## config.mk

```make
export PLATFORM = sky130hd
export DESIGN_NAME = bc_cfg_regs
export DESIGN_NICKNAME = d
export VERILOG_FILES = /design/src/rtl/assert_macros.svh /design/src/rtl/bc_pkg.sv /design/src/rtl/bc_cfg_regs.sv
export SDC_FILE = /design/constraint.sdc
export NUM_CORES = 1
export LEC_CHECK = 0
export BUFFER_PORTS_ARGS = -buffer_cell sky130_fd_sc_hd__buf_4
export CORE_ASPECT_RATIO = 1.4
export CORE_MARGIN = 10
export CORE_UTILIZATION = 54
export DETAILED_ROUTE_END_ITERATION = 8
export PLACE_DENSITY_LB_ADDON = 0.25
export SLEW_MARGIN = 20
export SYNTH_ARGS = -nofsm -noshare
export SYNTH_HDL_FRONTEND = slang
export SYNTH_SLANG_ARGS = --single-unit
```

## constraint.sdc

```tcl
create_clock -name clk -period 2.1 [get_ports clk]
set_input_delay 0.315 -clock clk [delete_from_list [all_inputs] [get_ports clk]]
set_output_delay 0.315 -clock clk [all_outputs]
set_load 0.01 [all_outputs]
```

## src/rtl/assert_macros.svh

```systemverilog
// Assertion macros for the barometer compensation block.
`ifndef ASSERT_MACROS_SVH
`define ASSERT_MACROS_SVH
`ifndef SYNTHESIS
// checked on clk, off while arst_n is low
`define BC_ASSERT(lbl, prop, msg) \
	lbl: assert property (@(posedge clk) disable iff (!arst_n) prop) else $error(msg);
// checked on clk at every edge, reset included
`define BC_ASSERT_NR(lbl, prop, msg) \
	lbl: assert property (@(posedge clk) prop) else $error(msg);
`else
`define BC_ASSERT(lbl, prop, msg)
`define BC_ASSERT_NR(lbl, prop, msg)
`endif
`endif

```

## src/rtl/bc_pkg.sv

```systemverilog
// Shared types, widths and constants of the barometer compensation block.
package bc_pkg;

	// field widths
	localparam int RAW_W     = 24;
	localparam int CAL_W     = 16;
	localparam int TEMP_W    = 19;
	localparam int PRES_W    = 23;
	localparam int CFG_IDX_W = 3;

	// internal datapath widths
	localparam int DT_W      = 25;
	localparam int PM_W      = 42;
	localparam int OFF_W     = 36;
	localparam int SENS_W    = 35;
	localparam int SENS_LO_W = 17;
	localparam int PL_W      = RAW_W + SENS_LO_W;
	localparam int PH_W      = RAW_W + 1 + SENS_W - SENS_LO_W;
	localparam int PROD_W    = 60;
	localparam int DIFF_W    = 40;
	localparam int WIDE_W    = 64;

	// pipeline depth
	localparam int NUM_STAGES = 7;
	localparam int S_LAST     = NUM_STAGES - 1;

	// scaling constants
	localparam logic [TEMP_W-1:0] TEMP_BASE = 19'd2000;
	localparam logic [4:0] SH_TEMP    = 5'd23;
	localparam logic [4:0] SH_OFF_V0  = 5'd6;
	localparam logic [4:0] SH_OFF_V1  = 5'd7;
	localparam logic [4:0] SH_SENS_V0 = 5'd7;
	localparam logic [4:0] SH_SENS_V1 = 5'd8;
	localparam logic [4:0] SH_PROD    = 5'd21;
	localparam logic [4:0] SH_PRES    = 5'd15;

	// register indexes
	typedef enum logic [CFG_IDX_W-1:0] {
		REG_SENS_BASE   = 3'd0,
		REG_OFF_BASE    = 3'd1,
		REG_SENS_TEMPCO = 3'd2,
		REG_OFF_TEMPCO  = 3'd3,
		REG_REF_TEMP    = 3'd4,
		REG_TEMP_SLOPE  = 3'd5,
		REG_VARIANT     = 3'd6
	} reg_idx_t;

	// calibration register contents
	typedef struct packed {
		logic [CAL_W-1:0] sens_base;
		logic [CAL_W-1:0] off_base;
		logic [CAL_W-1:0] sens_tempco;
		logic [CAL_W-1:0] off_tempco;
		logic [CAL_W-1:0] ref_temp;
		logic [CAL_W-1:0] temp_slope;
		logic             variant;
	} cfg_t;

	// per-stage load enables and valid bits
	typedef struct packed {
		logic [NUM_STAGES-1:0] load;
		logic [NUM_STAGES-1:0] valid;
	} pipe_ctl_t;

	// coefficients handed from the front stages to the pressure stages
	typedef struct packed {
		logic [RAW_W-1:0]         d1;
		logic signed [TEMP_W-1:0] temp;
		logic signed [OFF_W-1:0]  off;
		logic signed [SENS_W-1:0] sens;
	} front_t;

	// signed division by 2^sh, truncating toward zero
	function automatic logic signed [WIDE_W-1:0] sdiv_pow2(
		input logic signed [WIDE_W-1:0] x,
		input logic [4:0] sh
	);
		logic signed [WIDE_W-1:0] bias;
		bias = x[WIDE_W-1] ? ((64'sd1 <<< sh) - 64'sd1) : 64'sd0;
		return (x + bias) >>> sh;
	endfunction

endpackage

```

## src/rtl/bc_cfg_regs.sv

```systemverilog
// Calibration register file with a plain write port.
module bc_cfg_regs (
	input  logic                          clk,
	input  logic                          arst_n,
	input  logic                          cfg_we,
	input  logic [bc_pkg::CFG_IDX_W-1:0]  cfg_index,
	input  logic [bc_pkg::CAL_W-1:0]      cfg_wdata,
	output bc_pkg::cfg_t                  cfg
);
	import bc_pkg::*;

	cfg_t cfg_q;

	// register writes; an index past the list is dropped
	always_ff @(posedge clk or negedge arst_n) begin
		if (!arst_n) begin
			cfg_q <= '0;
		end else if (cfg_we) begin
			unique case (reg_idx_t'(cfg_index))
				REG_SENS_BASE:   cfg_q.sens_base   <= cfg_wdata;
				REG_OFF_BASE:    cfg_q.off_base    <= cfg_wdata;
				REG_SENS_TEMPCO: cfg_q.sens_tempco <= cfg_wdata;
				REG_OFF_TEMPCO:  cfg_q.off_tempco  <= cfg_wdata;
				REG_REF_TEMP:    cfg_q.ref_temp    <= cfg_wdata;
				REG_TEMP_SLOPE:  cfg_q.temp_slope  <= cfg_wdata;
				REG_VARIANT:     cfg_q.variant     <= cfg_wdata[0];
				default: ;
			endcase
		end
	end

	assign cfg = cfg_q;

endmodule

```

==> flow_metrics.py <==
metrics = {
    "outcome": {
        "status": "completed",
    },
    "finish": {
        "layout_commonest_cell": "buf_4",
        "design_area_mm2": 0.00494,
        "layout.nets": 359,
        "area_delta_synth_final_pct": 32.5,
        "n_antenna_cell": 0,
        "largest_register_ffs": 97,
        "drive_above_1_share": 0.708,
        "mostFrequentLayoutCells": "buf_4 (123), mux2_2 (97), dfrtp_1 (97)",
    },
    "power_and_ir_drop": {
        "powerDensity_mw_per_mm2": 1090,
        "ir_drop_uv": 690,
        "p_leak_nw": 2.34,
    },
    "detailed_routing": {
        "drtPass1Iterations": 4,
        "via_per_inst": 5.14,
        "avgRoutedWirePerCell_um": 20.0,
        "drc": 0,
        "drt-total-wl_um": 8700,
        "vias": 2229,
        "drtIter0Drc": 53,
        "ant_nets": 0,
    },
    "timing": {
        "grt_setup_unrepaired": "no",
        "fin_skew_ns": 0,
        "maxSlewHeadroom": 0.541,
        "maxSlewViolCount": 0,
        "fin_crit_ns": 1.37,
        "worst_slew_pin_slew_ns": 0.685,
        "fmax_ghz": 0.728,
        "setup_tns_ns": 0,
        "fin_crit_sh": 0.654,
        "setup_viol": 0,
        "finalHoldViolations": 0,
    },
    "global_routing": {
        "global_route.usage.met2": 0.266,
        "grt_max_degree": 48,
        "grt_pass1_vias": 2426,
        "antenna_found_initial": 0,
        "grt.busiest_layer": "met2",
        "gr-total-overflow": 0,
        "grt_first_pass_wirelength_um": 13600,
        "grt_use_met1": 0.180,
        "track_usage": 0.161,
        "met3_usage": 0.0716,
    },
    "place": {
        "placed_area_mm2": 0.00468,
        "io_buffer_count": 118,
        "place_hpwl_um": 6410,
        "routabilityCongestion": 0.708,
    },
    "floorplan": {
        "io-pin-count": 119,
        "die_area_mm2": 0.0107,
        "coreArea_mm2": 0.00666,
        "initial_utilization": 0.560,
        "chipHeight_um": 118,
        "rows": 35,
        "die_x_um": 90.2,
    },
    "critical_path": {
        "end_kind": "register",
        "startpoint_type": "primary input",
        "critPathMaxFanout": 16,
        "crit_arrival_ns": 1.61,
        "path_class": "primary input to register",
        "reg2reg_slack_ns": 1.30,
        "crit_required_ns": 2.34,
    },
    "hold_path": {
        "hold_class": "primary input to register",
    },
    "clocking": {
        "cts_tree": "built",
        "ctsRootBufferMaster": "clkbuf_8",
        "clk_path_buf_depth": 2,
        "cts_made_buffers": 9,
        "clk_pin_slew_ns": 0.09,
        "clock_latency_ns": 0.35,
        "cts.sinks": 97,
        "cts_max_level": 3,
    },
    "yosys": {
        "syn_area_per_cell_um2": 17.7,
        "syn-cell-area_mm2": 0.00373,
        "synth_seq_area_share": 0.651,
        "ys_warn_count": 0,
        "synth-seq-cells": 97,
        "synth_cells": 211,
        "synth_nets": 233,
        "synth_cell_types": 10,
    },
    "flow_run": {
        "maxCapViolations": 0,
    },
}
[worst max-delay path, stage by stage]
cell,delay (ns)
buf_4,0.14
nand4b_2,0.65
mux2_2,0.50
[routing by layer]
metal  part of all wire  vias to the layer above
li1                   -                     1006
met1               0.40                     1126
met2               0.49                       86
met3              0.091                       11
met4              0.013                        0
met5                  0                        -
[area by class of cell]
class	count	area (um^2)
clock buffer	10	138
clock inverter	6	113
fill	479	1720
multi-input combinational	104	1190
sequential	97	2430
tap	92	115
timing repair buffer	125	953
[stage by stage]
step / hold slack (ns) / worst slack (ns) / total power [mW] / utilization / std cells
final: 0.229 / 0.727 / 5.40 / 0.742 / 434
after global placement: 0.218 / 0.356 / 3.96 / 0.703 / 417
after floorplan: 0.0194 / 0.581 / 3.11 / - / 211
after CTS: 0.217 / 0.723 / 5.48 / 0.742 / 434
after detailed placement: 0.224 / 0.342 / 4.02 / 0.703 / 417
after global routing: 0.217 / 0.677 / 5.66 / 0.742 / 434
[path summary, 6_finish.rpt]
kind / cells past startpoint / startpoint / end
max in group asynchronous: 3 / arst_n / cfg[36]
hold reg to reg: 1 / cfg[94] / cfg[94]
setup reg to reg: 1 / cfg[12] / cfg[12]
setup / recovery: 3 / cfg_index[2] / cfg[44]
hold / removal: 2 / cfg_wdata[9] / cfg[10]
min in group asynchronous: 2 / arst_n / cfg[6]
[cells in the mapped netlist]
cell type   n  area (um^2)
nand4b_1    1         8.76
nor4b_4     1         23.8
nand4b_2    2         30.0
and4bb_1    1         12.5
buf_8       2         30.0
buf_2       2         10.0
mux2_2     97         1090
buf_6       6         67.6
dfrtp_1    97         2430
and4bb_2    2         25.0
[where the power goes]
group          internal [mW]  switching (mW)
Combinational          0.840           0.606
Clock                  0.828           0.627
Sequential              2.28           0.220
Total                   3.95            1.45
[cells by family (layout without fill, tap and decap cells)]
kind of cell,after synthesis,in the layout,share of synthesized area
flops,97,97,0.651
simple gates,7,7,0.0269
buf+inv,10,141,0.0289
mux,97,97,0.293
[repair_timing]
action,CTS,global route
setup buffers,0,0
endpoints found under the hold margin,20,0
resized for setup,0,0
hold buffers,1,0
(Power assumes the default switching activity.)
