===== src/rtl/assert_macros.svh =====
// Assertion macros for the barometer compensation block.
`ifndef ASSERT_MACROS_SVH
`define ASSERT_MACROS_SVH
`ifndef SYNTHESIS
// checked on clk, off while arst_n is low
`define BC_ASSERT(lbl, prop, msg) \
	lbl: assert property (@(posedge clk) disable iff (!arst_n) prop) else $error(msg);
// checked on clk at every edge, reset included
`define BC_ASSERT_NR(lbl, prop, msg) \
	lbl: assert property (@(posedge clk) prop) else $error(msg);
`else
`define BC_ASSERT(lbl, prop, msg)
`define BC_ASSERT_NR(lbl, prop, msg)
`endif
`endif


===== src/rtl/bc_pkg.sv =====
// Shared types, widths and constants of the barometer compensation block.
package bc_pkg;

	// field widths
	localparam int RAW_W     = 24;
	localparam int CAL_W     = 16;
	localparam int TEMP_W    = 19;
	localparam int PRES_W    = 23;
	localparam int CFG_IDX_W = 3;

	// internal datapath widths
	localparam int DT_W      = 25;
	localparam int PM_W      = 42;
	localparam int OFF_W     = 36;
	localparam int SENS_W    = 35;
	localparam int SENS_LO_W = 17;
	localparam int PL_W      = RAW_W + SENS_LO_W;
	localparam int PH_W      = RAW_W + 1 + SENS_W - SENS_LO_W;
	localparam int PROD_W    = 60;
	localparam int DIFF_W    = 40;
	localparam int WIDE_W    = 64;

	// pipeline depth
	localparam int NUM_STAGES = 7;
	localparam int S_LAST     = NUM_STAGES - 1;

	// scaling constants
	localparam logic [TEMP_W-1:0] TEMP_BASE = 19'd2000;
	localparam logic [4:0] SH_TEMP    = 5'd23;
	localparam logic [4:0] SH_OFF_V0  = 5'd6;
	localparam logic [4:0] SH_OFF_V1  = 5'd7;
	localparam logic [4:0] SH_SENS_V0 = 5'd7;
	localparam logic [4:0] SH_SENS_V1 = 5'd8;
	localparam logic [4:0] SH_PROD    = 5'd21;
	localparam logic [4:0] SH_PRES    = 5'd15;

	// register indexes
	typedef enum logic [CFG_IDX_W-1:0] {
		REG_SENS_BASE   = 3'd0,
		REG_OFF_BASE    = 3'd1,
		REG_SENS_TEMPCO = 3'd2,
		REG_OFF_TEMPCO  = 3'd3,
		REG_REF_TEMP    = 3'd4,
		REG_TEMP_SLOPE  = 3'd5,
		REG_VARIANT     = 3'd6
	} reg_idx_t;

	// calibration register contents
	typedef struct packed {
		logic [CAL_W-1:0] sens_base;
		logic [CAL_W-1:0] off_base;
		logic [CAL_W-1:0] sens_tempco;
		logic [CAL_W-1:0] off_tempco;
		logic [CAL_W-1:0] ref_temp;
		logic [CAL_W-1:0] temp_slope;
		logic             variant;
	} cfg_t;

	// per-stage load enables and valid bits
	typedef struct packed {
		logic [NUM_STAGES-1:0] load;
		logic [NUM_STAGES-1:0] valid;
	} pipe_ctl_t;

	// coefficients handed from the front stages to the pressure stages
	typedef struct packed {
		logic [RAW_W-1:0]         d1;
		logic signed [TEMP_W-1:0] temp;
		logic signed [OFF_W-1:0]  off;
		logic signed [SENS_W-1:0] sens;
	} front_t;

	// signed division by 2^sh, truncating toward zero
	function automatic logic signed [WIDE_W-1:0] sdiv_pow2(
		input logic signed [WIDE_W-1:0] x,
		input logic [4:0] sh
	);
		logic signed [WIDE_W-1:0] bias;
		bias = x[WIDE_W-1] ? ((64'sd1 <<< sh) - 64'sd1) : 64'sd0;
		return (x + bias) >>> sh;
	endfunction

endpackage


===== src/rtl/bc_pipe_ctl.sv =====
// Valid bits and per-stage load enables of the compensation pipeline.
module bc_pipe_ctl (
	input  logic              clk,
	input  logic              arst_n,
	input  logic              in_valid,
	input  logic              out_ready,
	output bc_pkg::pipe_ctl_t ctl
);
	import bc_pkg::*;

	logic [NUM_STAGES-1:0] valid_q;
	logic [NUM_STAGES-1:0] load;

	// a stage loads when empty or when the next one moves on
	always_comb begin
		load[S_LAST] = !valid_q[S_LAST] || out_ready;
		for (int k = S_LAST - 1; k >= 0; k--) begin
			load[k] = !valid_q[k] || load[k+1];
		end
	end

	// valid bits follow the data
	always_ff @(posedge clk or negedge arst_n) begin
		if (!arst_n) begin
			valid_q <= '0;
		end else begin
			if (load[0]) valid_q[0] <= in_valid;
			for (int k = 1; k < NUM_STAGES; k++) begin
				if (load[k]) valid_q[k] <= valid_q[k-1];
			end
		end
	end

	assign ctl.load  = load;
	assign ctl.valid = valid_q;

endmodule


===== config.mk =====
export PLATFORM = sky130hd
export DESIGN_NAME = bc_pipe_ctl
export DESIGN_NICKNAME = d
export VERILOG_FILES = /design/src/rtl/assert_macros.svh /design/src/rtl/bc_pkg.sv /design/src/rtl/bc_pipe_ctl.sv
export SDC_FILE = /design/constraint.sdc
export NUM_CORES = 1
export LEC_CHECK = 0
export BUFFER_PORTS_ARGS = -buffer_cell sky130_fd_sc_hd__buf_2
export CAP_MARGIN = 5
export CORE_AREA = 4 4 41 43
export DETAILED_ROUTE_END_ITERATION = 7
export DIE_AREA = 0 0 45 47
export GPL_TIMING_DRIVEN = 0
export SLEW_MARGIN = 40
export SYNTH_ARGS = -nofsm -noshare
export SYNTH_HDL_FRONTEND = slang
export SYNTH_SLANG_ARGS = --single-unit

===== constraint.sdc =====
create_clock -name clk -period 2.06 [get_ports clk]
set_input_delay 0.206 -clock clk [delete_from_list [all_inputs] [get_ports clk]]
set_output_delay 0.206 -clock clk [all_outputs]
set_load 0.02 [all_outputs]

==> metrics <==
critical path class=register to output pin; Cells after Synth=25; layout cell share with drive strength beyond 1=0.468; final clock skew=0.00271 ns; H-Tree Depth=1; Worst-path clk slew=0.05 ns; Tcrit/Tclk final=0.705; CTS tree=built; largest net degree at the start of global routing=11; dpl ws=0.872 ns; worst r2r dst=valid_q[0]$_DFFE_PN0P_; clock latency on the worst-skew pair=between 0.2 and 0.3 ns; total number of vias=268; drt total wl=672 microns; cell family with the largest share of critical-path delay=flip-flops; RSZ-0062 raised after global routing=no; Routability Congestion=0.634; Lkg Pwr=0.205 nW; RR Startpoint=valid_q[5]$_DFFE_PN0P_; power share of the combinational group=0.346; ANT cells=0; Area after DPL=400 sq um; Net Switching=165 uW; crit-path cells=and4b_1, buf_6, nand4_1, buf_2; number of global-route vias before repair=251; max-cap violation count=0; dpl hpwl=498 microns; final instance area=437 sq um; TNS Setup=0 ns; Synth cell types=15; worst slew pin tran=between 0.15 and 0.2 ns; Final Hold Vio Count=0; Seq. cell area=around 180 sq um; global-route wire length before repair=1150 microns; area of the die=0.00212 sq mm; Worst Reg-to-Reg Cells=3; YS warnings=0; CTS Sinks=7; total power=459 uW; most frequent cells in the layout=buf_2 (18), dfrtp_1 (7), nand2b_1 (3), clkbuf_4 (3); fmax=689 MHz; worst setup margin=0.608 ns; fill count=144; Largest regs=valid_q: 7 flops; initial antenna violation count=0; Initial Utilization=0.228; final setup fails=0; Core Area=approximately 0.0013 sq mm; Rows=13; #FFs+latches synth=7; VDD IR max=0.000396 V; clock root buffer=clkbuf_4; Die Wd=45 microns; Worst Setup EP=ctl[7]; vias per inst=around 4.3; multi-input logic area=101 sq um; Max Transition Viols Final=0; Mapped Area=a little under 300 sq um; Avg Cell Area, Syn=11.9 sq um; HP Class=input port to register; Max-slew headroom=0.883; drt drc=0; Setup crit start=valid_q[5]$_DFFE_PN0P_; Worst EP required=1.85 ns; crit path capture type=output pin; final hold slack=0.140 ns; Flop pwr share=0.386; worst-path fanout max=10; Levels on crit path=4; # Post-CTS Setup Buffers=0; Pint=294 uW; antenna viol nets, final=0; max reg flops=7; nets@finish=52; hold_buf cts=1; WP buf/inv=2; commonest non-fill, non-tap cell in the layout=buf_2; worst path arrival time=about 1.3 ns; CP peak stage delay=0.39 ns; clock buffer depth=2; Mapped Nets=29; Seq/Total Area, Yosys=0.591; Top reg by flops=valid_q; Clock power frac=0.268; total track usage=0.0837; Area Growth Syn to Fin=47.3%; post-cts repair resize count=0; Worst setup SP type=register; R2R setup slack=0.98 ns; pwr dens=1050 mW/mm^2; crit path max-delay cell type=dfrtp_1; Buffers on Ports=17; DR pass1 iterations=1; Sw Ratio=0.360; Final Critical Period=1.45 ns; outcome=finished clean; total CTS buffers=3; die height=between 40 and 50 microns; violation count after the first detailed-route iteration=0; WL per Instance=10.8 microns; IO Pins=18; total gr overflow=0
==> cell type report <==
| type | instances | share of cell area |
|---|---|---|
| plain buffers | 2 | 0.0372 |
| flip-flops and latches | 7 | 0.401 |
| multi-input cells | 15 | 0.232 |
| well taps | 15 | 0.0430 |
| clock buffers | 4 | 0.0602 |
| repair buffers | 18 | 0.218 |
| inverters | 1 | 0.00860 |
==> worst reg2reg max path, delay by kind of cell (launching register included) <==
family / cells / cell delay [ns]
buf+inv: 1 / 0.14
simple gates: 1 / 0.23
flops: 1 / 0.39
compound gates: 1 / 0.21
==> worst min-delay path by stage <==
stage	startpoint	to	slack (ns)	depth (start not counted)
detailed placement	arst_n	valid_q[5]$_DFFE_PN0P_	0.05	1
global route	in_valid	valid_q[0]$_DFFE_PN0P_	0.12	2
global placement	arst_n	valid_q[5]$_DFFE_PN0P_	0.04	1
floorplan	arst_n	valid_q[0]$_DFFE_PN0P_	-0.09	0
finish	in_valid	valid_q[0]$_DFFE_PN0P_	0.14	2
CTS	in_valid	valid_q[0]$_DFFE_PN0P_	0.13	2
==> per-stage QoR <==
stage | std cells | utilization
5_1_grt | 62 | 0.336
3_3_place_gp | 57 | 0.308
4_1_cts | 62 | 0.336
2_1_floorplan | 25 | -
3_5_place_dp | 57 | 0.308
6_report | 62 | 0.336
==> Yosys cell counts, drive strengths merged <==
cell type / count / area (sq um)
and2: 1 / 6.26
dfrtp: 7 / 175
and4b: 1 / 10.0
nand4: 1 / 6.26
a41o: 1 / 10.0
or2: 1 / 6.26
a21o: 2 / 15.0
nand2: 2 / 7.51
nand2b: 3 / 18.8
a31o: 1 / 8.76
buf: 2 / 16.3
nand3: 1 / 5.00
nand3b: 1 / 7.51
inv: 1 / 3.75
==> metal layers <==
metal  part of all wire  global-route usage  vias up
li1                   -                   -      131
met1               0.45               0.114      119
met2               0.39              0.0876       18
met3               0.15              0.0383        0
met4                  0              0.0877        0
met5                  0                   0        -
==> cells by family (layout without fill, tap and decap cells) <==
family                 after synthesis  in the layout  share of synthesized area
DFF                                  7              7                      0.591
buffers and inverters                3             25                     0.0675
and+or+nand+nor                     11             11                      0.228
AOI/OAI and AO/OA                    4              4                      0.114
==> power by group through the flow <==
stage               logic [mW]  clock network [mW]  registers (mW)
CTS                      0.161               0.130           0.177
global route             0.174               0.136           0.182
floorplan               0.0805                   0           0.203
detailed placement       0.159                   0           0.179
global placement         0.158                   0           0.179
finish                   0.159               0.123           0.177
No activity file was read; power rests on OpenSTA's default activity.
