`src/rtl/assert_macros.svh`:
```
// Assertion macros for the barometer compensation block.
`ifndef ASSERT_MACROS_SVH
`define ASSERT_MACROS_SVH
`ifndef SYNTHESIS
// checked on clk, off while arst_n is low
`define BC_ASSERT(lbl, prop, msg) \
	lbl: assert property (@(posedge clk) disable iff (!arst_n) prop) else $error(msg);
// checked on clk at every edge, reset included
`define BC_ASSERT_NR(lbl, prop, msg) \
	lbl: assert property (@(posedge clk) prop) else $error(msg);
`else
`define BC_ASSERT(lbl, prop, msg)
`define BC_ASSERT_NR(lbl, prop, msg)
`endif
`endif

```
`src/rtl/bc_pkg.sv`:
```
// Shared types, widths and constants of the barometer compensation block.
package bc_pkg;

	// field widths
	localparam int RAW_W     = 24;
	localparam int CAL_W     = 16;
	localparam int TEMP_W    = 19;
	localparam int PRES_W    = 23;
	localparam int CFG_IDX_W = 3;

	// internal datapath widths
	localparam int DT_W      = 25;
	localparam int PM_W      = 42;
	localparam int OFF_W     = 36;
	localparam int SENS_W    = 35;
	localparam int SENS_LO_W = 17;
	localparam int PL_W      = RAW_W + SENS_LO_W;
	localparam int PH_W      = RAW_W + 1 + SENS_W - SENS_LO_W;
	localparam int PROD_W    = 60;
	localparam int DIFF_W    = 40;
	localparam int WIDE_W    = 64;

	// pipeline depth
	localparam int NUM_STAGES = 7;
	localparam int S_LAST     = NUM_STAGES - 1;

	// scaling constants
	localparam logic [TEMP_W-1:0] TEMP_BASE = 19'd2000;
	localparam logic [4:0] SH_TEMP    = 5'd23;
	localparam logic [4:0] SH_OFF_V0  = 5'd6;
	localparam logic [4:0] SH_OFF_V1  = 5'd7;
	localparam logic [4:0] SH_SENS_V0 = 5'd7;
	localparam logic [4:0] SH_SENS_V1 = 5'd8;
	localparam logic [4:0] SH_PROD    = 5'd21;
	localparam logic [4:0] SH_PRES    = 5'd15;

	// register indexes
	typedef enum logic [CFG_IDX_W-1:0] {
		REG_SENS_BASE   = 3'd0,
		REG_OFF_BASE    = 3'd1,
		REG_SENS_TEMPCO = 3'd2,
		REG_OFF_TEMPCO  = 3'd3,
		REG_REF_TEMP    = 3'd4,
		REG_TEMP_SLOPE  = 3'd5,
		REG_VARIANT     = 3'd6
	} reg_idx_t;

	// calibration register contents
	typedef struct packed {
		logic [CAL_W-1:0] sens_base;
		logic [CAL_W-1:0] off_base;
		logic [CAL_W-1:0] sens_tempco;
		logic [CAL_W-1:0] off_tempco;
		logic [CAL_W-1:0] ref_temp;
		logic [CAL_W-1:0] temp_slope;
		logic             variant;
	} cfg_t;

	// per-stage load enables and valid bits
	typedef struct packed {
		logic [NUM_STAGES-1:0] load;
		logic [NUM_STAGES-1:0] valid;
	} pipe_ctl_t;

	// coefficients handed from the front stages to the pressure stages
	typedef struct packed {
		logic [RAW_W-1:0]         d1;
		logic signed [TEMP_W-1:0] temp;
		logic signed [OFF_W-1:0]  off;
		logic signed [SENS_W-1:0] sens;
	} front_t;

	// signed division by 2^sh, truncating toward zero
	function automatic logic signed [WIDE_W-1:0] sdiv_pow2(
		input logic signed [WIDE_W-1:0] x,
		input logic [4:0] sh
	);
		logic signed [WIDE_W-1:0] bias;
		bias = x[WIDE_W-1] ? ((64'sd1 <<< sh) - 64'sd1) : 64'sd0;
		return (x + bias) >>> sh;
	endfunction

endpackage

```
`src/rtl/bc_front.sv`:
```
// Stages 1-3: temperature difference, coefficient products, TEMP/OFF/SENS.
module bc_front (
	input  logic                     clk,
	input  bc_pkg::pipe_ctl_t        ctl,
	input  bc_pkg::cfg_t             cfg,
	input  logic [bc_pkg::RAW_W-1:0] raw_pressure,
	input  logic [bc_pkg::RAW_W-1:0] raw_temperature,
	output bc_pkg::front_t           front
);
	import bc_pkg::*;

	logic signed [DT_W-1:0] dt_s1;
	logic [RAW_W-1:0]       d1_s1;
	logic signed [PM_W-1:0] mt_s2, mo_s2, ms_s2;
	logic [RAW_W-1:0]       d1_s2;
	front_t                 front_s3;

	logic signed [WIDE_W-1:0] t_div, o_div, s_div;
	logic [4:0]               o_sh, s_sh;
	logic [OFF_W-1:0]         off_base;
	logic [SENS_W-1:0]        sens_base;
	front_t                   front_nx;

	// stage 1: dT = D2 - C5*256
	always_ff @(posedge clk) begin
		if (ctl.load[0]) begin
			dt_s1 <= $signed({1'b0, raw_temperature}) - $signed({1'b0, cfg.ref_temp, 8'b0});
			d1_s1 <= raw_pressure;
		end
	end

	// stage 2: three 25x17 products
	always_ff @(posedge clk) begin
		if (ctl.load[1]) begin
			mt_s2 <= dt_s1 * $signed({1'b0, cfg.temp_slope});
			mo_s2 <= dt_s1 * $signed({1'b0, cfg.off_tempco});
			ms_s2 <= dt_s1 * $signed({1'b0, cfg.sens_tempco});
			d1_s2 <= d1_s1;
		end
	end

	// stage 3: scale products, add base terms per variant
	always_comb begin
		o_sh      = cfg.variant ? SH_OFF_V1 : SH_OFF_V0;
		s_sh      = cfg.variant ? SH_SENS_V1 : SH_SENS_V0;
		t_div     = sdiv_pow2(WIDE_W'(mt_s2), SH_TEMP);
		o_div     = sdiv_pow2(WIDE_W'(mo_s2), o_sh);
		s_div     = sdiv_pow2(WIDE_W'(ms_s2), s_sh);
		off_base  = cfg.variant ? OFF_W'({cfg.off_base, 16'b0}) : OFF_W'({cfg.off_base, 17'b0});
		sens_base = cfg.variant ? SENS_W'({cfg.sens_base, 15'b0})
			: SENS_W'({cfg.sens_base, 16'b0});
		front_nx.d1   = d1_s2;
		front_nx.temp = $signed(t_div[TEMP_W-1:0] + TEMP_BASE);
		front_nx.off  = $signed(off_base) + $signed(o_div[OFF_W-1:0]);
		front_nx.sens = $signed(sens_base) + $signed(s_div[SENS_W-1:0]);
	end

	always_ff @(posedge clk) begin
		if (ctl.load[2]) front_s3 <= front_nx;
	end

	assign front = front_s3;

endmodule

```
`config.mk`:
```
export PLATFORM = sky130hd
export DESIGN_NAME = bc_front
export DESIGN_NICKNAME = d
export VERILOG_FILES = /design/src/rtl/assert_macros.svh /design/src/rtl/bc_pkg.sv /design/src/rtl/bc_front.sv
export SDC_FILE = /design/constraint.sdc
export NUM_CORES = 2
export LEC_CHECK = 0
export BUFFER_PORTS_ARGS = -buffer_cell sky130_fd_sc_hd__buf_2
export CAP_MARGIN = 0
export CELL_PAD_IN_SITES_DETAIL_PLACEMENT = 0
export CELL_PAD_IN_SITES_GLOBAL_PLACEMENT = 2
export CORE_MARGIN = 2
export CORE_UTILIZATION = 38
export CTS_CLUSTER_SIZE = 28
export DETAILED_ROUTE_END_ITERATION = 7
export PLACE_DENSITY_LB_ADDON = 0.08
export SLEW_MARGIN = 40
export SYNTH_ARGS = -nofsm -noshare
export SYNTH_HDL_FRONTEND = slang
export SYNTH_SLANG_ARGS = --single-unit
```
`constraint.sdc`:
```
create_clock -name clk -period 12.9 [get_ports clk]
set_clock_uncertainty 0.2 [all_clocks]
set_input_delay 2.58 -clock clk [delete_from_list [all_inputs] [get_ports clk]]
set_output_delay 2.58 -clock clk [all_outputs]
set_load 0.005 [all_outputs]
```
==> results.py <==
metrics = {
    "timing": {
        "fin_crit_sh_pct": 72.65,
        "worst_pin_slew_ns": 0.8600,
        "rsz0062_at_grt": "no",
        "fin_tns_setup_ns": 0,
        "max_slew_margin_pct": 42.67,
        "slew_viol_final": 0,
        "finalSetupViolCount": 0,
        "period_minus_slack_ns": 9.372,
        "hold_violations": 0,
        "timing.fmax_ghz": 0.1067,
    },
    "worst_setup_path": {
        "r2r-end": "ms_s2[41]$_DFFE_PP_",
        "cp-start-kind": "input pin",
        "crit_type": "input pin to register",
        "timing.rr.start": "dt_s1[19]$_DFFE_PP_",
        "rr_worst_depth": 23,
        "worstPathMaxFanout": 25,
        "slowest_stage": "buf_2",
        "required_ns": 13.07,
        "cp-end-kind": "register",
        "path_cells": "buf_2, nand2_1, fa_1, inv_1, fa_1, inv_1, fa_1, inv_1, fa_1, fa_1, inv_1, fa_1, inv_1, ha_1, a21o_1, a221o_1, a21oi_1, o21ai_0, a31oi_1, o21ai_1, a211o_1, nor4_1, nor3_1, xnor2_1",
        "crit_path_frequent_cell": "fa_1",
        "critPathMaxStageDelay_ns": 0.63,
        "arrival_ns": 9.55,
        "r2r_slack_ns": 4.96,
    },
    "clocking": {
        "clock-sinks": 313,
        "cts_resized": 0,
        "postCtsHoldBufs": 0,
        "clkTransAtPathRegs_ns": 0.06,
        "clockRootBuffer": "clkbuf_16",
        "cts_tree": "done",
        "htreeDepth": 2,
        "cts-buffers-inserted": 43,
        "postCtsSetupBuffers": 0,
        "clockBufferDepth": 3,
        "clk_latency_ns": 0.64,
    },
    "synthesis": {
        "synth_area_sq_um": 59410,
        "yosysWarnings": 0,
        "async_flop_share_pct": 0,
        "yosysSeqAreaShare_pct": 15.82,
        "synth.ff_latch_count": 313,
        "syn_inst": 6233,
        "ys.flop_type": "edfxtp_1",
        "synth_edf_count": 313,
        "yosysUniqueCellTypes": 93,
        "syn_nets": 7964,
        "postSynthAreaPerCell_sq_um": 9.532,
    },
    "place": {
        "dp_hpwl_mm": 117.6,
        "place_area_sq_um": 62510,
        "port_buffers": 262,
        "place_congestion": 0.8156,
    },
    "floorplan": {
        "initial_utilization_pct": 38.17,
        "die-area_sq_um": 159500,
        "die_h_um": 399.4,
        "boundaryPins": 274,
        "core_sq_um": 155700,
        "die-width_um": 399.4,
        "std_cell_rows": 145,
    },
    "global_routing": {
        "grt_overflow": 0,
        "gr-usage-all-layers_pct": 19.65,
        "grt_start_max_net_pins": 76,
        "antenna_found_initial": 12,
        "grt_pass1_wl_mm": 245.7,
        "grt_pass1_vias": 43146,
    },
    "worst_hold_path": {
        "holdPathEnd": "d1_s2[6]$_DFFE_PP_",
        "whs_path_depth": 0,
        "hp-start": "d1_s1[6]$_DFFE_PP_",
        "worstHoldPathType": "register to register",
    },
    "finish": {
        "fillCellCount": 15705,
        "fin_area_sq_um": 64150,
        "layout-drive-gt1-share_pct": 7.065,
        "area_growth_pct": 7.965,
        "nNetsFinal": 8037,
    },
    "route": {
        "first_pass_iters": 5,
        "wirelength_mm": 150.9,
        "wl_per_cell_um": 17.97,
        "antenna_left": 0,
        "via_count": 40453,
        "viasPerCell": 4.815,
        "drc_errors": 0,
        "first_iter_violations": 1513,
    },
    "status": {
        "outcome": "finished clean",
    },
    "flow_run": {
        "cap_violations": 0,
    },
}
[synthesized netlist by cell type (12+ instances only)]
library cell  count  area [sq um]
clkbuf_1        253         949.7
ha_1            395          4942
o21ai_1          16         80.08
nand2b_1         32         200.2
nand3_1          40         200.2
xor2_1           62         543.0
nor2_1          150         563.0
a211oi_1         38         285.3
inv_1          1470          5518
and4_1           15         131.4
a21o_1           74         555.5
nand2_1         809          3037
edfxtp_1        313          9399
o21bai_1         17         127.6
nor3_1           61         305.3
a221oi_1         12         105.1
and3_1           36         225.2
a21oi_1         161         805.8
o21ai_0          78         390.4
mux2_2           31         349.1
o21a_1           34         255.2
or3_1            15         93.84
xnor2_1         166          1454
fa_1           1176         23540
a31oi_1          22         137.6
nor2b_1          26         162.7
nand4_1          25         156.4
and2_1          511          3197
[registers in the layout (all words and copies together), names as in the netlist]
name   cells
mt_s2     42
front    114
ms_s2     42
mo_s2     42
d1_s1     24
dt_s1     25
d1_s2     24
[worst max-delay path: cells and delay by family]
kind	cells	cell delay, ns
adders and majority gates	7	3.37
and+or+nand+nor	3	0.54
xor gates and xnor gates	1	0.43
AOI/OAI and AO/OA	7	1.67
buffers and inverters	6	0.89
[layout by cell type (no fill, tap or decap), types with 12 or more instances in the layout]
cell type  instances
o21ai_0           78
a21o_1            74
or3_1             15
nor2b_1           26
a21oi_1          161
nand2b_1          32
fa_1            1175
nor2_1           150
nor3_1            61
and4_1            15
nand3_1           40
clkbuf_16         43
nand2_1          809
mux2_2            31
o21a_1            34
xor2_1            62
o21ai_1           16
buf_2            259
edfxtp_1         313
inv_1           1469
o21bai_1          17
xnor2_1          166
and3_1            36
nand4_1           25
a221oi_1          12
and2_1           511
buf_4             36
ha_1             395
a211oi_1          38
a31oi_1           22
[routing by layer]
layer  routed length, um  share of wire, %  global-route usage, %
met1               73020                48                  28.35
met2               70270                47                  32.29
met3                5556               3.7                  2.240
met4                2003               1.3                  3.088
met5                  92             0.061                      0
[through the flow]
step	setup WS [ns]	hold WS, ns	std cells	utilization, %
2_1_floorplan	3.962	0.2003	6233	-
3_3_place_gp	2.916	0.2007	8313	40.15
3_5_place_dp	2.916	0.2045	8314	40.16
4_1_cts	3.581	0.2173	8394	41.15
5_1_grt	3.149	0.2224	8399	41.20
6_report	3.528	0.2161	8401	41.21
[how the worst max path moves through the flow]
stage	startpoint	to	slack, ns	cells after the start
6_report	cfg[41]	mo_s2[41]$_DFFE_PP_	3.53	24
5_1_grt	cfg[41]	mo_s2[41]$_DFFE_PP_	3.15	24
4_1_cts	cfg[41]	mo_s2[41]$_DFFE_PP_	3.58	24
3_5_place_dp	cfg[41]	mo_s2[41]$_DFFE_PP_	2.92	24
3_3_place_gp	cfg[41]	mo_s2[41]$_DFFE_PP_	2.92	24
2_1_floorplan	cfg[51]	ms_s2[41]$_DFFE_PP_	3.96	23
[cells by family (layout without fill, tap and decap cells)]
logic type	Yosys count	in the layout	share of synthesized area, %
simple gates	1763	1763	14.54
fa+ha+maj	1574	1574	48.00
compound gates	572	572	6.465
buf+inv	1745	1853	11.10
xor+xnor	229	229	3.388
other cells	0	2	0
flops	313	313	15.82
mux	37	37	0.6907
[area by class of cell]
type	instances	area (sq um)	share of cell area, %
multi-input combinational	4175	43420	67.69
clock inverter	32	456.7	0.7120
timing repair buffer	303	1677	2.614
clock buffer	48	1095	1.707
tap	2058	2575	4.014
antenna	2	5.005	0.007802
inverter	1470	5518	8.602
sequential	313	9399	14.65
Power is not shown: default switching activity piles up to over one toggle a cycle in this logic, so the estimate is an artifact.
