===== src/rtl/assert_macros.svh =====
// Assertion macros for the barometer compensation block.
`ifndef ASSERT_MACROS_SVH
`define ASSERT_MACROS_SVH
`ifndef SYNTHESIS
// checked on clk, off while arst_n is low
`define BC_ASSERT(lbl, prop, msg) \
	lbl: assert property (@(posedge clk) disable iff (!arst_n) prop) else $error(msg);
// checked on clk at every edge, reset included
`define BC_ASSERT_NR(lbl, prop, msg) \
	lbl: assert property (@(posedge clk) prop) else $error(msg);
`else
`define BC_ASSERT(lbl, prop, msg)
`define BC_ASSERT_NR(lbl, prop, msg)
`endif
`endif


===== src/rtl/bc_pkg.sv =====
// Shared types, widths and constants of the barometer compensation block.
package bc_pkg;

	// field widths
	localparam int RAW_W     = 24;
	localparam int CAL_W     = 16;
	localparam int TEMP_W    = 19;
	localparam int PRES_W    = 23;
	localparam int CFG_IDX_W = 3;

	// internal datapath widths
	localparam int DT_W      = 25;
	localparam int PM_W      = 42;
	localparam int OFF_W     = 36;
	localparam int SENS_W    = 35;
	localparam int SENS_LO_W = 17;
	localparam int PL_W      = RAW_W + SENS_LO_W;
	localparam int PH_W      = RAW_W + 1 + SENS_W - SENS_LO_W;
	localparam int PROD_W    = 60;
	localparam int DIFF_W    = 40;
	localparam int WIDE_W    = 64;

	// pipeline depth
	localparam int NUM_STAGES = 7;
	localparam int S_LAST     = NUM_STAGES - 1;

	// scaling constants
	localparam logic [TEMP_W-1:0] TEMP_BASE = 19'd2000;
	localparam logic [4:0] SH_TEMP    = 5'd23;
	localparam logic [4:0] SH_OFF_V0  = 5'd6;
	localparam logic [4:0] SH_OFF_V1  = 5'd7;
	localparam logic [4:0] SH_SENS_V0 = 5'd7;
	localparam logic [4:0] SH_SENS_V1 = 5'd8;
	localparam logic [4:0] SH_PROD    = 5'd21;
	localparam logic [4:0] SH_PRES    = 5'd15;

	// register indexes
	typedef enum logic [CFG_IDX_W-1:0] {
		REG_SENS_BASE   = 3'd0,
		REG_OFF_BASE    = 3'd1,
		REG_SENS_TEMPCO = 3'd2,
		REG_OFF_TEMPCO  = 3'd3,
		REG_REF_TEMP    = 3'd4,
		REG_TEMP_SLOPE  = 3'd5,
		REG_VARIANT     = 3'd6
	} reg_idx_t;

	// calibration register contents
	typedef struct packed {
		logic [CAL_W-1:0] sens_base;
		logic [CAL_W-1:0] off_base;
		logic [CAL_W-1:0] sens_tempco;
		logic [CAL_W-1:0] off_tempco;
		logic [CAL_W-1:0] ref_temp;
		logic [CAL_W-1:0] temp_slope;
		logic             variant;
	} cfg_t;

	// per-stage load enables and valid bits
	typedef struct packed {
		logic [NUM_STAGES-1:0] load;
		logic [NUM_STAGES-1:0] valid;
	} pipe_ctl_t;

	// coefficients handed from the front stages to the pressure stages
	typedef struct packed {
		logic [RAW_W-1:0]         d1;
		logic signed [TEMP_W-1:0] temp;
		logic signed [OFF_W-1:0]  off;
		logic signed [SENS_W-1:0] sens;
	} front_t;

	// signed division by 2^sh, truncating toward zero
	function automatic logic signed [WIDE_W-1:0] sdiv_pow2(
		input logic signed [WIDE_W-1:0] x,
		input logic [4:0] sh
	);
		logic signed [WIDE_W-1:0] bias;
		bias = x[WIDE_W-1] ? ((64'sd1 <<< sh) - 64'sd1) : 64'sd0;
		return (x + bias) >>> sh;
	endfunction

endpackage


===== src/rtl/bc_press.sv =====
// Stages 4-7: D1*SENS in two partial products, then the pressure formula.
module bc_press (
	input  logic                             clk,
	input  bc_pkg::pipe_ctl_t                ctl,
	input  bc_pkg::front_t                   front,
	output logic signed [bc_pkg::TEMP_W-1:0] temp_centi,
	output logic signed [bc_pkg::PRES_W-1:0] pressure_comp
);
	import bc_pkg::*;

	logic [PL_W-1:0]            pl_s4;
	logic signed [PH_W-1:0]     ph_s4;
	logic signed [OFF_W-1:0]    off_s4, off_s5;
	logic signed [TEMP_W-1:0]   temp_s4, temp_s5, temp_s6, temp_s7;
	logic signed [PROD_W-1:0]   prod_s5;
	logic signed [DIFF_W-1:0]   diff_s6;
	logic signed [PRES_W-1:0]   pres_s7;
	logic signed [WIDE_W-1:0]   q_div, p_div;

	// stage 4: low part unsigned 24x17, high part signed 25x18
	always_ff @(posedge clk) begin
		if (ctl.load[3]) begin
			pl_s4   <= front.d1 * front.sens[SENS_LO_W-1:0];
			ph_s4   <= $signed({1'b0, front.d1}) * $signed(front.sens[SENS_W-1:SENS_LO_W]);
			off_s4  <= front.off;
			temp_s4 <= front.temp;
		end
	end

	// stage 5: recombine the full product
	always_ff @(posedge clk) begin
		if (ctl.load[4]) begin
			prod_s5 <= $signed({ph_s4, {SENS_LO_W{1'b0}}})
				+ $signed({{(PROD_W - PL_W){1'b0}}, pl_s4});
			off_s5  <= off_s4;
			temp_s5 <= temp_s4;
		end
	end

	// stage 6: D1*SENS/2^21 - OFF
	assign q_div = sdiv_pow2(WIDE_W'(prod_s5), SH_PROD);

	always_ff @(posedge clk) begin
		if (ctl.load[5]) begin
			diff_s6 <= $signed(q_div[DIFF_W-1:0]) - DIFF_W'(off_s5);
			temp_s6 <= temp_s5;
		end
	end

	// stage 7: final /2^15, output register
	assign p_div = sdiv_pow2(WIDE_W'(diff_s6), SH_PRES);

	always_ff @(posedge clk) begin
		if (ctl.load[6]) begin
			pres_s7 <= $signed(p_div[PRES_W-1:0]);
			temp_s7 <= temp_s6;
		end
	end

	assign temp_centi    = temp_s7;
	assign pressure_comp = pres_s7;

endmodule


===== config.mk =====
export PLATFORM = sky130hd
export DESIGN_NAME = bc_press
export DESIGN_NICKNAME = d
export VERILOG_FILES = /design/src/rtl/assert_macros.svh /design/src/rtl/bc_pkg.sv /design/src/rtl/bc_press.sv
export SDC_FILE = /design/constraint.sdc
export NUM_CORES = 2
export LEC_CHECK = 0
export ABC_CLOCK_PERIOD_IN_PS = 17400
export BUFFER_PORTS_ARGS = -buffer_cell sky130_fd_sc_hd__buf_2
export CORE_MARGIN = 5
export CORE_UTILIZATION = 27
export DETAILED_ROUTE_END_ITERATION = 10
export PLACE_DENSITY = 0.44
export SLEW_MARGIN = 25
export SYNTH_ARGS = -nofsm -noshare
export SYNTH_HDL_FRONTEND = slang
export SYNTH_SLANG_ARGS = --single-unit

===== constraint.sdc =====
create_clock -name clk -period 17.4 [get_ports clk]
set_clock_uncertainty 0.1 [all_clocks]
set_input_delay 2.61 -clock clk [delete_from_list [all_inputs] [get_ports clk]]
set_output_delay 2.61 -clock clk [all_outputs]
set_load 0.02 [all_outputs]

==> impl_results.md <==
- Run status: finished, final reports clean
- Syn nets: 5,492
- Clock Pin Slew Worst Setup and Hold Paths: ~0.060 ns
- Synthesized area: 0.0433 sq mm
- Type of the worst setup path: input pin to register
- Most numerous cell in the Yosys netlist: sky130_fd_sc_hd__inv_1
- Pre-CTS setup slack: 7.54 ns
- Clock latency of the later-clocked register in the worst-skew pair: 0.56 ns
- DIE WIDTH: a little over 400 um
- Worst min-delay path category: register to register
- Core box area: approximately 0.16 sq mm
- Transition time of the tightest slew-check pin: between 1 and 1.5 ns
- Share of post-route cells with drive strength above 1: 0.0583
- Endpoint type of the worst setup path: register
- Count of max-cap constraint violations: 0
- Final GP Congestion: 0.806
- Min Tclk post-route: 9.29 ns
- Total GRT Usage: 0.135
- Ys async rst share: 0
- CTS Buffer Depth: 3
- Area share of the largest cell type after synthesis: 0.316
- Cell type with the highest aggregate area in the netlist: sky130_fd_sc_hd__fa_1
- Total CTS buffers: 38
- Gate count of the mapped netlist: 4,323
- Average routed wire per standard cell: between 15 and 20 um
- Hold bufs inserted after CTS: 0
- Critical path peak fanout: 35
- Final HPWL DP: between 80,000 and 90,000 um
- Highest Clock Rate: 108 MHz
- Required time at the endpoint of the critical path: about 18 ns
- Final total negative setup slack: 0 ns
- H-tree Lvls: 2
- Signal arrival time at the worst endpoint: ~9.4 ns
- Number of slew-limit violations in the final report: 0
- Vias in the first global route: 30,900
- Post-synthesis sequential element count: 354
- TritonRoute pass-1 iters: 5
- Top cells by area in the synthesized netlist: sky130_fd_sc_hd__fa_1, sky130_fd_sc_hd__edfxtp_1, sky130_fd_sc_hd__ha_1
- Antenna viol nets, final: 0
- Initial Utilization: 0.270
- Remaining Overflow, GRT: 0
- Global-route wire length before repair: 179,000 um
- Number of flops mapped to enable cells by yosys: 354
- Fraction of the yosys area taken by sequential cells: 0.246
- Master cell of the clock root buffer: sky130_fd_sc_hd__clkbuf_16
- Pin count of the biggest net entering global routing: between 80 and 90
- CTS tree: done
- Total detailed-routing wirelength: 112,000 um
- Average via count per standard cell: 4.45
- CTS sink count: 354
- Leading cell types by count after synthesis: sky130_fd_sc_hd__inv_1, sky130_fd_sc_hd__fa_1, sky130_fd_sc_hd__nand2_1
- Count of warnings emitted by yosys: 0
- Net count, final: roughly 5,500
- DRC viols: 0
- Gates resized, CTS repair: 0
- IO buf count: 160
- Headroom to the max-slew limit: 0.267
- Slack of the critical path: 8.11 ns
- Via count: 28,800
- Post-CTS setup buffer count: 0
- Mapped Avg Cell Area: 10.0 sq um
- Initial antenna violation count: 10
- Area growth syn-to-layout: 9.59%
- Layout filler cell count: roughly 17,000
- Iteration-0 DRC count of the detailed router: 1,411
- Die span in y: 410 um
- Final critical-path share of the clock period: 0.534
- Final setup vio count: 0
- Std cell rows: 147
- Area of the die: 0.168 sq mm
- Commonest register cell after synthesis: sky130_fd_sc_hd__edfxtp_1
- RSZ-0062 raised after global routing: no
- Unique masters post-synth: 70
- Final hold viol count: 0
- Nature of the critical path startpoint: input pin
- Number of I/O pins: 171
[final cells by class]
| type | count | area (sq um) | share of cell area |
|---|---|---|---|
| Antenna cell | 6 | 15.0 | 0.000317 |
| Clock buffer | 43 | 991 | 0.0209 |
| Clock inverter | 26 | 290 | 0.00612 |
| Inverter | 916 | 3440 | 0.0725 |
| Multi-Input combinational cell | 2877 | 28500 | 0.601 |
| Sequential cell | 354 | 10600 | 0.224 |
| Tap cell | 2086 | 2610 | 0.0550 |
| Timing Repair Buffer | 176 | 932 | 0.0197 |
[worst max-delay path, cell delays in order]
cell and delay (ns):
sky130_fd_sc_hd__buf_2 0.80, sky130_fd_sc_hd__nand2_1 0.21, sky130_fd_sc_hd__fa_1 0.59, sky130_fd_sc_hd__inv_1 0.06, sky130_fd_sc_hd__fa_1 0.53, sky130_fd_sc_hd__inv_1 0.05
sky130_fd_sc_hd__fa_1 0.49, sky130_fd_sc_hd__inv_1 0.05, sky130_fd_sc_hd__fa_1 0.44, sky130_fd_sc_hd__fa_1 0.51, sky130_fd_sc_hd__inv_1 0.05, sky130_fd_sc_hd__fa_1 0.47
sky130_fd_sc_hd__inv_1 0.04, sky130_fd_sc_hd__ha_1 0.44, sky130_fd_sc_hd__a21o_1 0.20, sky130_fd_sc_hd__a21oi_1 0.11, sky130_fd_sc_hd__nor4_2 0.40, sky130_fd_sc_hd__a211oi_2 0.15
sky130_fd_sc_hd__nor3_1 0.41, sky130_fd_sc_hd__a21o_1 0.18, sky130_fd_sc_hd__a21oi_1 0.07, sky130_fd_sc_hd__xnor2_1 0.53
[logic make-up after synthesis]
group / after synthesis / synth area share
AOI/OAI and AO/OA: 400 / 0.0600
xor gates and xnor gates: 205 / 0.0415
adders and majority gates: 1040 / 0.419
buffers and inverters: 1092 / 0.0954
DFF: 354 / 0.246
muxes: 1 / 0.000231
and+or+nand+nor: 1231 / 0.138
[per-layer routing]
layer	part of all wire	global-route usage	up-vias
li1	-	-	13500
met1	0.48	0.189	14700
met2	0.46	0.223	527
met3	0.043	0.0181	126
met4	0.021	0.0307	2
met5	0.000063	0	-
[path summary, 6_finish.rpt]
| check | start | cells past startpoint | to | slack, ns |
|---|---|---|---|---|
| worst min-delay path | temp_s6[2] | 0 | temp_centi[2] | 0.31 |
| worst max-delay path | front[103] | 22 | pl_s4[31] | 8.11 |
| worst min register to register | temp_s6[2] | 0 | temp_centi[2] | 0.31 |
| worst max register to register | prod_s5[59] | 21 | diff_s6[34] | 11.50 |
[cell usage in the layout, fill, tap and decap left out, types with 8 or more instances in the layout]
master,count
sky130_fd_sc_hd__a31oi_1,18
sky130_fd_sc_hd__clkbuf_16,39
sky130_fd_sc_hd__nand4_1,29
sky130_fd_sc_hd__nand2b_1,24
sky130_fd_sc_hd__nor3_1,27
sky130_fd_sc_hd__o211ai_1,13
sky130_fd_sc_hd__o21bai_1,13
sky130_fd_sc_hd__nor2_1,84
sky130_fd_sc_hd__o21a_1,22
sky130_fd_sc_hd__edfxtp_1,354
sky130_fd_sc_hd__xor2_1,62
sky130_fd_sc_hd__nor2b_1,12
sky130_fd_sc_hd__and4_1,8
sky130_fd_sc_hd__o21ai_0,61
sky130_fd_sc_hd__and2_1,340
sky130_fd_sc_hd__a21o_1,81
sky130_fd_sc_hd__fa_1,683
sky130_fd_sc_hd__buf_2,157
sky130_fd_sc_hd__nand2_1,591
sky130_fd_sc_hd__xnor2_1,143
sky130_fd_sc_hd__buf_4,18
sky130_fd_sc_hd__o21ai_1,8
sky130_fd_sc_hd__inv_1,916
sky130_fd_sc_hd__nand3_1,53
sky130_fd_sc_hd__and3_1,36
sky130_fd_sc_hd__a211oi_1,22
sky130_fd_sc_hd__a21oi_1,117
sky130_fd_sc_hd__ha_1,357
[flip-flops by register name (all words and copies together), names as in the netlist]
register and cells:
prod_s5 60, ph_s4 43, pl_s4 41, diff_s6 39, off_s4 36, off_s5 36
pressure_comp 23, temp_centi 19, temp_s4 19, temp_s5 19, temp_s6 19
[metrics by stage]
step | cell area (sq um) | cells | utilization | hold WS (ns)
finish | 47400 | 6484 | 0.296 | 0.307
floorplan | 43300 | 4323 | - | 0.300
CTS | 47400 | 6478 | 0.296 | 0.301
global route | 47400 | 6480 | 0.296 | 0.312
detailed placement | 46100 | 6409 | 0.288 | 0.305
global placement | 46100 | 6409 | 0.288 | 0.300
Power is not shown: default switching activity piles up to over one toggle a cycle in this logic, so the estimate is an artifact.
